[config.mk]
export PLATFORM = sky130hd
export DESIGN_NAME = promotable_priority_queue_unit
export DESIGN_NICKNAME = d
export VERILOG_FILES = /design/src/sv/ppq_pkg.sv /design/src/sv/promotable_priority_queue_unit.sv /design/src/sv/ppq_cell.sv
export SDC_FILE = /design/constraint.sdc
export NUM_CORES = 2
export LEC_CHECK = 0
export ABC_AREA = 0
export ABC_CLOCK_PERIOD_IN_PS = 20300
export BUFFER_PORTS_ARGS = -buffer_cell sky130_fd_sc_hd__buf_2
export CAP_MARGIN = 5
export CELL_PAD_IN_SITES_DETAIL_PLACEMENT = 0
export CELL_PAD_IN_SITES_GLOBAL_PLACEMENT = 1
export CORE_MARGIN = 5
export CORE_UTILIZATION = 57
export DETAILED_ROUTE_END_ITERATION = 8
export PLACE_DENSITY_LB_ADDON = 0.1
export SYNTH_ARGS = -nofsm -noshare
export SYNTH_HDL_FRONTEND = slang
export SYNTH_HIERARCHICAL = 1
export SYNTH_SLANG_ARGS = --single-unit
[constraint.sdc]
create_clock -name clk -period 20.3 [get_ports clk]
set_input_delay 2.03 -clock clk [delete_from_list [all_inputs] [get_ports clk]]
set_output_delay 2.03 -clock clk [all_outputs]
set_load 0.05 [all_outputs]
[src/sv/ppq_pkg.sv]
// Package for the promotable priority queue: fixed field widths, request and
// status codes, and the per-cell command struct.
// No dependencies.
`default_nettype none

package ppq_pkg;

  localparam int REQ_W      = 3;
  localparam int VAL_IO_W   = 32;
  localparam int ID_W       = 4;
  localparam int STATUS_W   = 2;
  localparam int PRI_IO_W   = 16;
  localparam int SEQ_W      = 32;

  typedef enum logic [REQ_W-1:0] {
    REQ_ADD      = 3'd0,
    REQ_PROMOTE  = 3'd1,
    REQ_GET_MAX  = 3'd2,
    REQ_POP_MAX  = 3'd3,
    REQ_IS_VALID = 3'd4,
    REQ_GET      = 3'd5
  } req_code_t;

  typedef enum logic [STATUS_W-1:0] {
    STAT_OK      = 2'd0,
    STAT_FULL    = 2'd1,
    STAT_EMPTY   = 2'd2,
    STAT_UNKNOWN = 2'd3
  } status_code_t;

  // Update strobes for one cell; at most one is set per cycle.
  typedef struct packed {
    logic add;
    logic promote;
    logic clear;
  } ppq_cell_cmd_t;

endpackage

`default_nettype wire

[src/sv/promotable_priority_queue_unit.sv]
// One request at a time: a new request is taken only once the previous one has
// committed its result, after the max-search and free-slot chains have rippled
// through the CAPACITY registered cells.
// A new request may be taken while the previous result is still stalled.
// Reset (rst_n low, synchronous): all slots free, add sequence zero, idle.
// Depends on ppq_pkg and ppq_cell.
`default_nettype none

module promotable_priority_queue_unit #(
  parameter int CAPACITY       = 16,
  parameter int VALUE_WIDTH    = 32,
  parameter int PRIORITY_WIDTH = 16
) (
  input  logic                         clk,
  input  logic                         rst_n,
  input  logic                         in_valid,
  output logic                         in_stall,
  input  logic [ppq_pkg::REQ_W-1:0]    in_req_type,
  input  logic [ppq_pkg::VAL_IO_W-1:0] in_value_in,
  input  logic [ppq_pkg::ID_W-1:0]     in_item_id,
  output logic                         out_valid,
  input  logic                         out_stall,
  output logic [ppq_pkg::STATUS_W-1:0] out_status,
  output logic [ppq_pkg::ID_W-1:0]     out_id_out,
  output logic [ppq_pkg::VAL_IO_W-1:0] out_value_out,
  output logic [ppq_pkg::PRI_IO_W-1:0] out_priority_out,
  output logic                         out_id_valid
);
  import ppq_pkg::*;

  localparam int IDX_W = (CAPACITY > 1) ? $clog2(CAPACITY) : 1;
  localparam int CNT_W = $clog2(CAPACITY + 1);

  typedef enum logic [1:0] {
    ST_IDLE,
    ST_SETTLE,
    ST_EXEC
  } state_t;

  state_t            state_r;
  logic [CNT_W-1:0]  cnt_r;
  logic [REQ_W-1:0]  req_r;
  logic [VAL_IO_W-1:0] val_r;
  logic [ID_W-1:0]   id_r;
  logic [SEQ_W-1:0]  add_seq_r;

  logic                out_valid_r;
  logic [STATUS_W-1:0] out_status_r;
  logic [ID_W-1:0]     out_id_r;
  logic [VAL_IO_W-1:0] out_value_r;
  logic [PRI_IO_W-1:0] out_pri_r;
  logic                out_id_valid_r;

  // chain links: entry 0 feeds cell 0, entry CAPACITY is the tail
  logic                      bfound_c [CAPACITY+1];
  logic [IDX_W-1:0]          bidx_c   [CAPACITY+1];
  logic [PRIORITY_WIDTH-1:0] bpri_c   [CAPACITY+1];
  logic [SEQ_W-1:0]          bseq_c   [CAPACITY+1];
  logic                      ffound_c [CAPACITY+1];
  logic [IDX_W-1:0]          fidx_c   [CAPACITY+1];

  logic [CAPACITY-1:0]       used_v;
  logic [VALUE_WIDTH-1:0]    value_a [CAPACITY];
  logic [PRIORITY_WIDTH-1:0] pri_a   [CAPACITY];

  ppq_cell_cmd_t       cmd_a [CAPACITY];
  logic [CAPACITY-1:0] add_v;
  logic [CAPACITY-1:0] clear_v;
  logic [CAPACITY-1:0] promote_v;

  logic [VALUE_WIDTH-1:0] add_value;
  logic [IDX_W-1:0]       id_idx;
  logic                   id_known;
  logic                   fire;
  logic                   accept;

  logic                do_add, do_promote, do_pop;
  logic [STATUS_W-1:0] res_status;
  logic [ID_W-1:0]     res_id;
  logic [VAL_IO_W-1:0] res_value;
  logic [PRI_IO_W-1:0] res_pri;
  logic                res_id_valid;

  assign bfound_c[0] = 1'b0;
  assign bidx_c[0]   = '0;
  assign bpri_c[0]   = '0;
  assign bseq_c[0]   = '0;
  assign ffound_c[0] = 1'b0;
  assign fidx_c[0]   = '0;

  assign add_value = VALUE_WIDTH'(val_r);

  for (genvar g = 0; g < CAPACITY; g++) begin : g_cell
    ppq_cell #(
      .VALUE_WIDTH    (VALUE_WIDTH),
      .PRIORITY_WIDTH (PRIORITY_WIDTH),
      .IDX_W          (IDX_W),
      .INDEX          (g)
    ) u_cell (
      .clk            (clk),
      .rst_n          (rst_n),
      .cmd            (cmd_a[g]),
      .add_value      (add_value),
      .add_seq        (add_seq_r),
      .best_found_in  (bfound_c[g]),
      .best_idx_in    (bidx_c[g]),
      .best_pri_in    (bpri_c[g]),
      .best_seq_in    (bseq_c[g]),
      .best_found_out (bfound_c[g+1]),
      .best_idx_out   (bidx_c[g+1]),
      .best_pri_out   (bpri_c[g+1]),
      .best_seq_out   (bseq_c[g+1]),
      .free_found_in  (ffound_c[g]),
      .free_idx_in    (fidx_c[g]),
      .free_found_out (ffound_c[g+1]),
      .free_idx_out   (fidx_c[g+1]),
      .used           (used_v[g]),
      .value          (value_a[g]),
      .prio           (pri_a[g])
    );
  end

  // Request handshake: take a new request only when idle.
  assign in_stall = (state_r != ST_IDLE);
  assign accept   = in_valid && !in_stall;
  // Result leaves EXEC once the output register is free or being emptied.
  assign fire     = (state_r == ST_EXEC) && (!out_valid_r || !out_stall);

  // Slot lookup by id; ids at or beyond CAPACITY are unknown.
  assign id_idx   = IDX_W'(id_r);
  assign id_known = (int'(id_r) < CAPACITY) && used_v[id_idx];

  // Result and update decision, from the settled chain tails.
  always_comb begin
    do_add       = 1'b0;
    do_promote   = 1'b0;
    do_pop       = 1'b0;
    res_status   = STAT_OK;
    res_id       = '0;
    res_value    = '0;
    res_pri      = '0;
    res_id_valid = 1'b0;
    unique case (req_r)
      REQ_ADD: begin
        if (!ffound_c[CAPACITY] || (add_seq_r == '1)) begin
          res_status = STAT_FULL;
        end else begin
          do_add = 1'b1;
          res_id = ID_W'(fidx_c[CAPACITY]);
        end
      end
      REQ_PROMOTE: begin
        if (!id_known) begin
          res_status = STAT_UNKNOWN;
        end else begin
          do_promote = 1'b1;
        end
      end
      REQ_GET_MAX, REQ_POP_MAX: begin
        if (!bfound_c[CAPACITY]) begin
          res_status = STAT_EMPTY;
        end else begin
          res_id    = ID_W'(bidx_c[CAPACITY]);
          res_value = VAL_IO_W'(value_a[bidx_c[CAPACITY]]);
          res_pri   = PRI_IO_W'(pri_a[bidx_c[CAPACITY]]);
          do_pop    = (req_r == REQ_POP_MAX);
        end
      end
      REQ_IS_VALID: begin
        res_id_valid = id_known;
      end
      REQ_GET: begin
        if (!id_known) begin
          res_status = STAT_UNKNOWN;
        end else begin
          res_value    = VAL_IO_W'(value_a[id_idx]);
          res_id_valid = 1'b1;
        end
      end
      default: begin
        // undefined request: all-zero result, no update
      end
    endcase
  end

  // Per-cell strobes, only on the cycle the result is committed.
  always_comb begin
    for (int i = 0; i < CAPACITY; i++) begin
      add_v[i]     = fire && do_add && (fidx_c[CAPACITY] == IDX_W'(i));
      promote_v[i] = fire && do_promote && (id_idx == IDX_W'(i));
      clear_v[i]   = fire && do_pop && (bidx_c[CAPACITY] == IDX_W'(i));
      cmd_a[i].add     = add_v[i];
      cmd_a[i].promote = promote_v[i];
      cmd_a[i].clear   = clear_v[i];
    end
  end

  // Sequencer, request capture and output register.
  always_ff @(posedge clk) begin
    if (!rst_n) begin
      state_r     <= ST_IDLE;
      cnt_r       <= '0;
      add_seq_r   <= '0;
      out_valid_r <= 1'b0;
    end else begin
      // a committed result refills the register, else a taken one empties it
      if (fire) begin
        out_valid_r <= 1'b1;
      end else if (!out_stall) begin
        out_valid_r <= 1'b0;
      end
      unique case (state_r)
        ST_IDLE: begin
          if (accept) begin
            // wait for the chains to reflect the last update through every registered cell
            state_r <= ST_SETTLE;
            cnt_r   <= CNT_W'(CAPACITY - 1);
          end
        end
        ST_SETTLE: begin
          if (cnt_r == '0) begin
            state_r <= ST_EXEC;
          end else begin
            cnt_r <= cnt_r - 1'b1;
          end
        end
        ST_EXEC: begin
          if (fire) begin
            state_r <= ST_IDLE;
            if (do_add) begin
              add_seq_r <= add_seq_r + 1'b1;
            end
          end
        end
        default: begin
          state_r <= ST_IDLE;
        end
      endcase
    end
    if (accept) begin
      req_r <= in_req_type;
      val_r <= in_value_in;
      id_r  <= in_item_id;
    end
    if (fire) begin
      out_status_r   <= res_status;
      out_id_r       <= res_id;
      out_value_r    <= res_value;
      out_pri_r      <= res_pri;
      out_id_valid_r <= res_id_valid;
    end
  end

  assign out_valid        = out_valid_r;
  assign out_status       = out_status_r;
  assign out_id_out       = out_id_r;
  assign out_value_out    = out_value_r;
  assign out_priority_out = out_pri_r;
  assign out_id_valid     = out_id_valid_r;

  // At most one slot is filled and at most one freed per request.
  a_add_onehot: assert property (@(posedge clk) disable iff (!rst_n)
    $onehot0(add_v))
    else $error("more than one slot filled at once");

  a_clear_onehot: assert property (@(posedge clk) disable iff (!rst_n)
    $onehot0(clear_v))
    else $error("more than one slot freed at once");

  // A fill only targets a free slot.
  a_add_free: assert property (@(posedge clk) disable iff (!rst_n)
    (|add_v) |-> ((add_v & used_v) == '0))
    else $error("add targets an occupied slot");

  // A freed slot was occupied and is the max entry.
  a_pop_used: assert property (@(posedge clk) disable iff (!rst_n)
    (|clear_v) |-> (bfound_c[CAPACITY] && ((clear_v & ~used_v) == '0)))
    else $error("pop frees an empty slot");

endmodule

`default_nettype wire

[src/sv/ppq_cell.sv]
// One slot of the queue plus its stage of the max-search and free-slot chains.
// Depends on ppq_pkg.
`default_nettype none

module ppq_cell #(
  parameter int VALUE_WIDTH    = 32,
  parameter int PRIORITY_WIDTH = 16,
  parameter int IDX_W          = 4,
  parameter int INDEX          = 0
) (
  input  logic                      clk,
  input  logic                      rst_n,
  input  ppq_pkg::ppq_cell_cmd_t    cmd,
  input  logic [VALUE_WIDTH-1:0]    add_value,
  input  logic [ppq_pkg::SEQ_W-1:0] add_seq,
  // max-search chain
  input  logic                      best_found_in,
  input  logic [IDX_W-1:0]          best_idx_in,
  input  logic [PRIORITY_WIDTH-1:0] best_pri_in,
  input  logic [ppq_pkg::SEQ_W-1:0] best_seq_in,
  output logic                      best_found_out,
  output logic [IDX_W-1:0]          best_idx_out,
  output logic [PRIORITY_WIDTH-1:0] best_pri_out,
  output logic [ppq_pkg::SEQ_W-1:0] best_seq_out,
  // lowest-free chain
  input  logic                      free_found_in,
  input  logic [IDX_W-1:0]          free_idx_in,
  output logic                      free_found_out,
  output logic [IDX_W-1:0]          free_idx_out,
  // slot contents
  output logic                      used,
  output logic [VALUE_WIDTH-1:0]    value,
  output logic [PRIORITY_WIDTH-1:0] prio
);
  import ppq_pkg::*;

  logic                      used_r;
  logic [VALUE_WIDTH-1:0]    value_r;
  logic [PRIORITY_WIDTH-1:0] pri_r;
  logic [SEQ_W-1:0]          seq_r;

  logic                      bfound_r;
  logic [IDX_W-1:0]          bidx_r;
  logic [PRIORITY_WIDTH-1:0] bpri_r;
  logic [SEQ_W-1:0]          bseq_r;
  logic                      ffound_r;
  logic [IDX_W-1:0]          fidx_r;

  logic take_self;
  logic free_self;

  assign take_self = used_r && (!best_found_in || (pri_r > best_pri_in) ||
                     ((pri_r == best_pri_in) && (seq_r > best_seq_in)));
  assign free_self = !free_found_in && !used_r;

  // slot state
  always_ff @(posedge clk) begin
    if (!rst_n) begin
      used_r <= 1'b0;
    end else if (cmd.add) begin
      used_r <= 1'b1;
    end else if (cmd.clear) begin
      used_r <= 1'b0;
    end
    if (cmd.add) begin
      value_r <= add_value;
      pri_r   <= '0;
      seq_r   <= add_seq;
    end else if (cmd.promote && (pri_r != '1)) begin
      pri_r <= pri_r + 1'b1;
    end
  end

  // chain stages, running every cycle
  always_ff @(posedge clk) begin
    if (!rst_n) begin
      bfound_r <= 1'b0;
      ffound_r <= 1'b0;
    end else begin
      bfound_r <= best_found_in || used_r;
      ffound_r <= free_found_in || !used_r;
    end
    if (take_self) begin
      bidx_r <= IDX_W'(INDEX);
      bpri_r <= pri_r;
      bseq_r <= seq_r;
    end else begin
      bidx_r <= best_idx_in;
      bpri_r <= best_pri_in;
      bseq_r <= best_seq_in;
    end
    fidx_r <= free_self ? IDX_W'(INDEX) : free_idx_in;
  end

  assign best_found_out = bfound_r;
  assign best_idx_out   = bidx_r;
  assign best_pri_out   = bpri_r;
  assign best_seq_out   = bseq_r;
  assign free_found_out = ffound_r;
  assign free_idx_out   = fidx_r;
  assign used           = used_r;
  assign value          = value_r;
  assign prio           = pri_r;

endmodule

`default_nettype wire
# == Word-level counts from Yosys, hierarchy flattened ==
# Cells that the tools add are included.
# op_classes
addsub,18
magnitude_cmp,33
eq_ne,89
n_mux,98
bitwise,2
reduce_logical,256
# ops
operator,count
$mux 32,20
$gt 32x32->1,15
$add 16x1->16 const B,16
$bmux 32 s4,2
$mux 16,16
$ne 16x16->1 const B,16
$eq 16x16->1,15
$gt 16x16->1,15
$logic_and 1x1->1,114
$eq 4x4->1 const B,24
$bmux 16 s4,1
$pmux 32 s2,1
$logic_or 1x1->1,62
$logic_not 1->1,50
$eq 4x3->1 const B,12
$mux 1,43
$reduce_bool 2->1,18
$add 32x1->32 const B,1
$eq 32x32->1 const B,1
$eq 4x2->1 const B,6
$eq 4x1->1 const B,3
$logic_not 4->1,3
$pmux 2 s3,2
$ge 5x5->1 const B,2
other kinds (23),38
# totals
ff_bits,2280

# == Longest topological paths before layout ==
# depth
depth_word,7
depth_mapped,13
mapped_depth_nobuf,11

# == Hierarchy ==
# Netlist, hierarchy kept.
# modules_own_cells
mod,instances,cells_per_inst,area_each_um2
ppq_cell at g_cell[10].u_cell ...,9,447,5736.8
ppq_cell at g_cell[11].u_cell ...,4,446,5741.8
promotable_priority_queue_unit,1,1196,15751.4
ppq_cell at g_cell[0].u_cell,1,448,5890.6
ppq_cell at g_cell[15].u_cell,1,447,5890.6
ppq_cell at g_cell[4].u_cell,1,452,5773.0

# == Worst setup path before layout ==
# No wires, ideal clock.
# synth_path
kind,in2reg
startpoint,input out_stall
endpoint,register g_cell[3].u_cell.pri_r[0]
setup_time_ns,0.128
arrival_ns,9.823
t_required_ns,20.172
setup_slack_ns,10.349
stages,10
path_buffers,5
cell_sequence,nand2_1 nor3b_4 o31ai_1 clkbuf_2 buf_2 buf_4 nor4_1 clkbuf_1 clkbuf_1 nor2_1
# synth_between
word_cells_on_any_way,8
cone_classes,8 x reduce/logical
# synth_rtl
item,line,source
from (decl),promotable_priority_queue_unit.sv:22,"input logic out_stall,"
$logic_not 1->1,n/a,
$logic_or 1x1->1,promotable_priority_queue_unit.sv:127,assign fire = (state_r == ST_EXEC) && (!out_valid_r || !out_stall);
$logic_and 1x1->1,promotable_priority_queue_unit.sv:127,
$logic_and 1x1->1 (2 in a row),promotable_priority_queue_unit.sv:189,add_v[i] = fire && do_add && (fidx_c[CAPACITY] == IDX_W'(i));
net add_v[3],promotable_priority_queue_unit.sv:67,logic [CAPACITY-1:0] add_v;
to (signal assigned),ppq_cell.sv:70,pri_r <= pri_r + 1'b1;
to (decl),ppq_cell.sv:39,logic [PRIORITY_WIDTH-1:0] pri_r;
# The timed path passes the listed nets, and every way through them passes these cells.
# A chain may end at the register's enable or synchronous reset.

# == Worst setup path after layout ==
# layout_path
startpoint,input out_stall
endpoint,register g_cell[14].u_cell.value_r[9] (enable)
# layout_between
elab_chain_len,5
# layout_lines
item,line,source
$logic_not 1->1,n/a,
$logic_or 1x1->1,promotable_priority_queue_unit.sv:127,
$logic_and 1x1->1,promotable_priority_queue_unit.sv:127,
$logic_and 1x1->1 (2 in a row),promotable_priority_queue_unit.sv:189,
net add_v[14],promotable_priority_queue_unit.sv:67,
to (signal assigned),ppq_cell.sv:66,value_r <= add_value;
to (decl),ppq_cell.sv:38,logic [VALUE_WIDTH-1:0] value_r;
# The timed path passes the listed nets, and every way through them passes these cells.

==> flow_summary.toml <==
[pwr]
p_clk_share_pct = 44.2
p_sw_mw = 2.149
comb_power_share_pct = 4.7
p_int_mw = 7.756
power_density_mw_per_mm2 = 84.37
ir_drop_mv = 0.06773
seqPwrFrac_pct = 51.1
p_leak_nw = 47.01
p_sw_share_pct = 21.70

[sta]
hold_ws_ns = 0.4056
finalSetupViolCount = 0
slew_headroom_pct = 16.58
hold_violations = 0
worst_slew_pin_slew_ns = 1.251
finalMaxSlewViolations = 0
setup_tns_ns = 0
period_needed_ns = 4.706
max_freq_ghz = 0.2125
rsz0062_at_grt = "false"
fin_skew_ns = 0.02826
worst_slack_ns = 15.59
timing.final.crit_share_pct = 23.18

[cts]
cts_buffer_depth = 3
numCtsBuffers = 234
post_cts_buffers = 0
cts_tree = "done"
htree_levels = 4
cts_sinks = 2310
cts_hold_buf = 0
clockRootBuffer = "clkbuf_16"
clock_latency_ns = 0.87
cts_resized = 0
clkTransAtPathRegs_ns = 0.06

[floorplanning]
die-area_sq_mm = 0.1951
placementRows = 158
die_x_microns = 441.7
core_area_sq_mm = 0.1854
start_util_pct = 57.28
fp.dieH_microns = 441.7
top_level_ports = 100

[setup_path]
path_cells = "buf_2, nand2_1, nor3b_4, o31ai_4, or3b_2, nor2_4, buf_4"
cp.buffers_inverters = 2
cp-start-kind = "input port"
slowest_stage = "nor2_4"
cp.arrival_ns = 5.19
rr_startpoint = "add_seq_r[1]"
path_max_fanout = 48
end_kind = "flip-flop"
crit_type = "in2reg"
path_delay_family = "simple AND/OR/NAND/NOR gates"
max_stage_delay_ns = 0.94
required_ns = 20.78
crit_start = "out_stall"

[drt]
drtIter0Drc = 5021
routed_wl_microns = 262800
wl_per_cell_microns = 23.41
ant_nets = 0
drt-pass1-iter-count = 5
drc = 0
vias = 65869
routed_via_density = 5.868

[global_routing]
overflow = 0
grt_usage_pct = 26.65
grt_max_degree = 148
antenna_found_initial = 7
grt_pass1_vias = 66997
grt_pass1_wl_microns = 401200

[placed_design]
routabilityCongestion = 0.8979
dpl.hpwl_microns = 183300
pre_cts_slack_ns = 14.69
port_buffers = 99
dp.cells = 10776
placed_cell_area_sq_mm = 0.1095

[min_path]
hold_class = "reg2reg"
min_from = "g_cell[14].u_cell/best_idx_out[2]"

[layout]
syn2layout_area_growth_pct = 10.55
postLayoutCellArea_sq_mm = 0.1174
fin_nets = 9362
instances_no_fill = 11225
drive_above_1_share_pct = 14.61
n_fill_cell = 14311

[synth]
syn_area_per_cell_sq_um = 12.87
synthesis.area_sq_mm = 0.1062
synth_cells = 8250
yosysWarnings = 6

[job]
maxCapViolCount = 0

[status]
outcome = "finished, final reports clean"
[cell type report]
type                    instances  area, sq um  share of cell area [%]
diodes                          3        7.507                0.006394
clock buffers                 335         6803                   5.794
clock inverters               111         1112                  0.9474
inverters                     873         3277                   2.791
multi-input cells            4929        44500                   37.90
flip-flops and latches       2310        57450                   48.93
well taps                    2480         3103                   2.643
repair buffers                184         1159                  0.9868
[path summary, 6_finish.rpt]
kind / to / slack, ns / cells after the start
max: g_cell[14].u_cell/value[9] / 15.59 / 7
min: g_cell[15].u_cell/best_idx_out[2] / 0.41 / 1
max reg2reg: g_cell[14].u_cell/value[9] / 15.66 / 7
min reg2reg: g_cell[15].u_cell/best_idx_out[2] / 0.41 / 1
[worst register-to-register path, stage by stage, from the launching register on]
cell	delay (ns)
dfxtp_1	0.61
ha_1	0.38
and4_1	0.27
nand4_1	0.42
o31ai_4	0.14
or3b_2	0.58
nor2_4	0.94
buf_4	0.85
[power groups by stage]
stage               Sequential, mW  Clock [mW]  Combinational (mW)
floorplan                     5.13           0               0.359
global placement              5.16           0               0.459
detailed placement            5.16           0               0.467
CTS                           5.06        4.46               0.472
global route                  5.07        4.67               0.526
finish                        5.06        4.38               0.470
[metal layers]
metal	wire [microns]	track usage (%)
met1	115600	36.91
met2	122800	43.46
met3	15100	3.695
met4	9271	9.185
met5	27	0
[placed cells by master, fill, tap and decap left out, types with 49 or more instances in the layout]
master,instances
xor2_1,115
a211oi_1,50
o21a_1,49
and2_1,67
nor3_1,60
dfxtp_1,1188
mux4_2,345
mux2i_1,87
nand4_1,279
or2_2,51
buf_4,83
nand2_1,256
xnor2_1,110
nor2b_1,65
o21ai_0,94
nor4_1,49
buf_2,99
nor2_1,473
mux2_2,229
conb_1,107
a21o_1,62
mux2_1,502
ha_1,787
clkbuf_1,56
or3_1,52
a21oi_1,388
clkinv_2,52
edfxtp_1,1118
inv_1,872
clkbuf_16,245
nand3_1,195
[stage by stage]
stage | total power, mW | util (%)
2_1_floorplan | 5.484 | -
3_3_place_gp | 5.617 | 59.05
3_5_place_dp | 5.628 | 59.05
4_1_cts | 9.995 | 63.31
5_1_grt | 10.26 | 63.31
6_report | 9.906 | 63.32
[sequential cells by signal, summed over array words and instances (netlist names), 32 cells and up]
signal                      flops
g_cell.u_cell/seq_r           512
g_cell.u_cell/value           512
g_cell.u_cell/best_seq_out    480
g_cell.u_cell/prio            256
g_cell.u_cell/best_pri_out    240
g_cell.u_cell/best_idx_out     64
g_cell.u_cell/free_idx_out     64
add_seq_r                      32
add_value                      32
out_value_out                  32
Note: power is estimated with default switching activity, not from simulation.
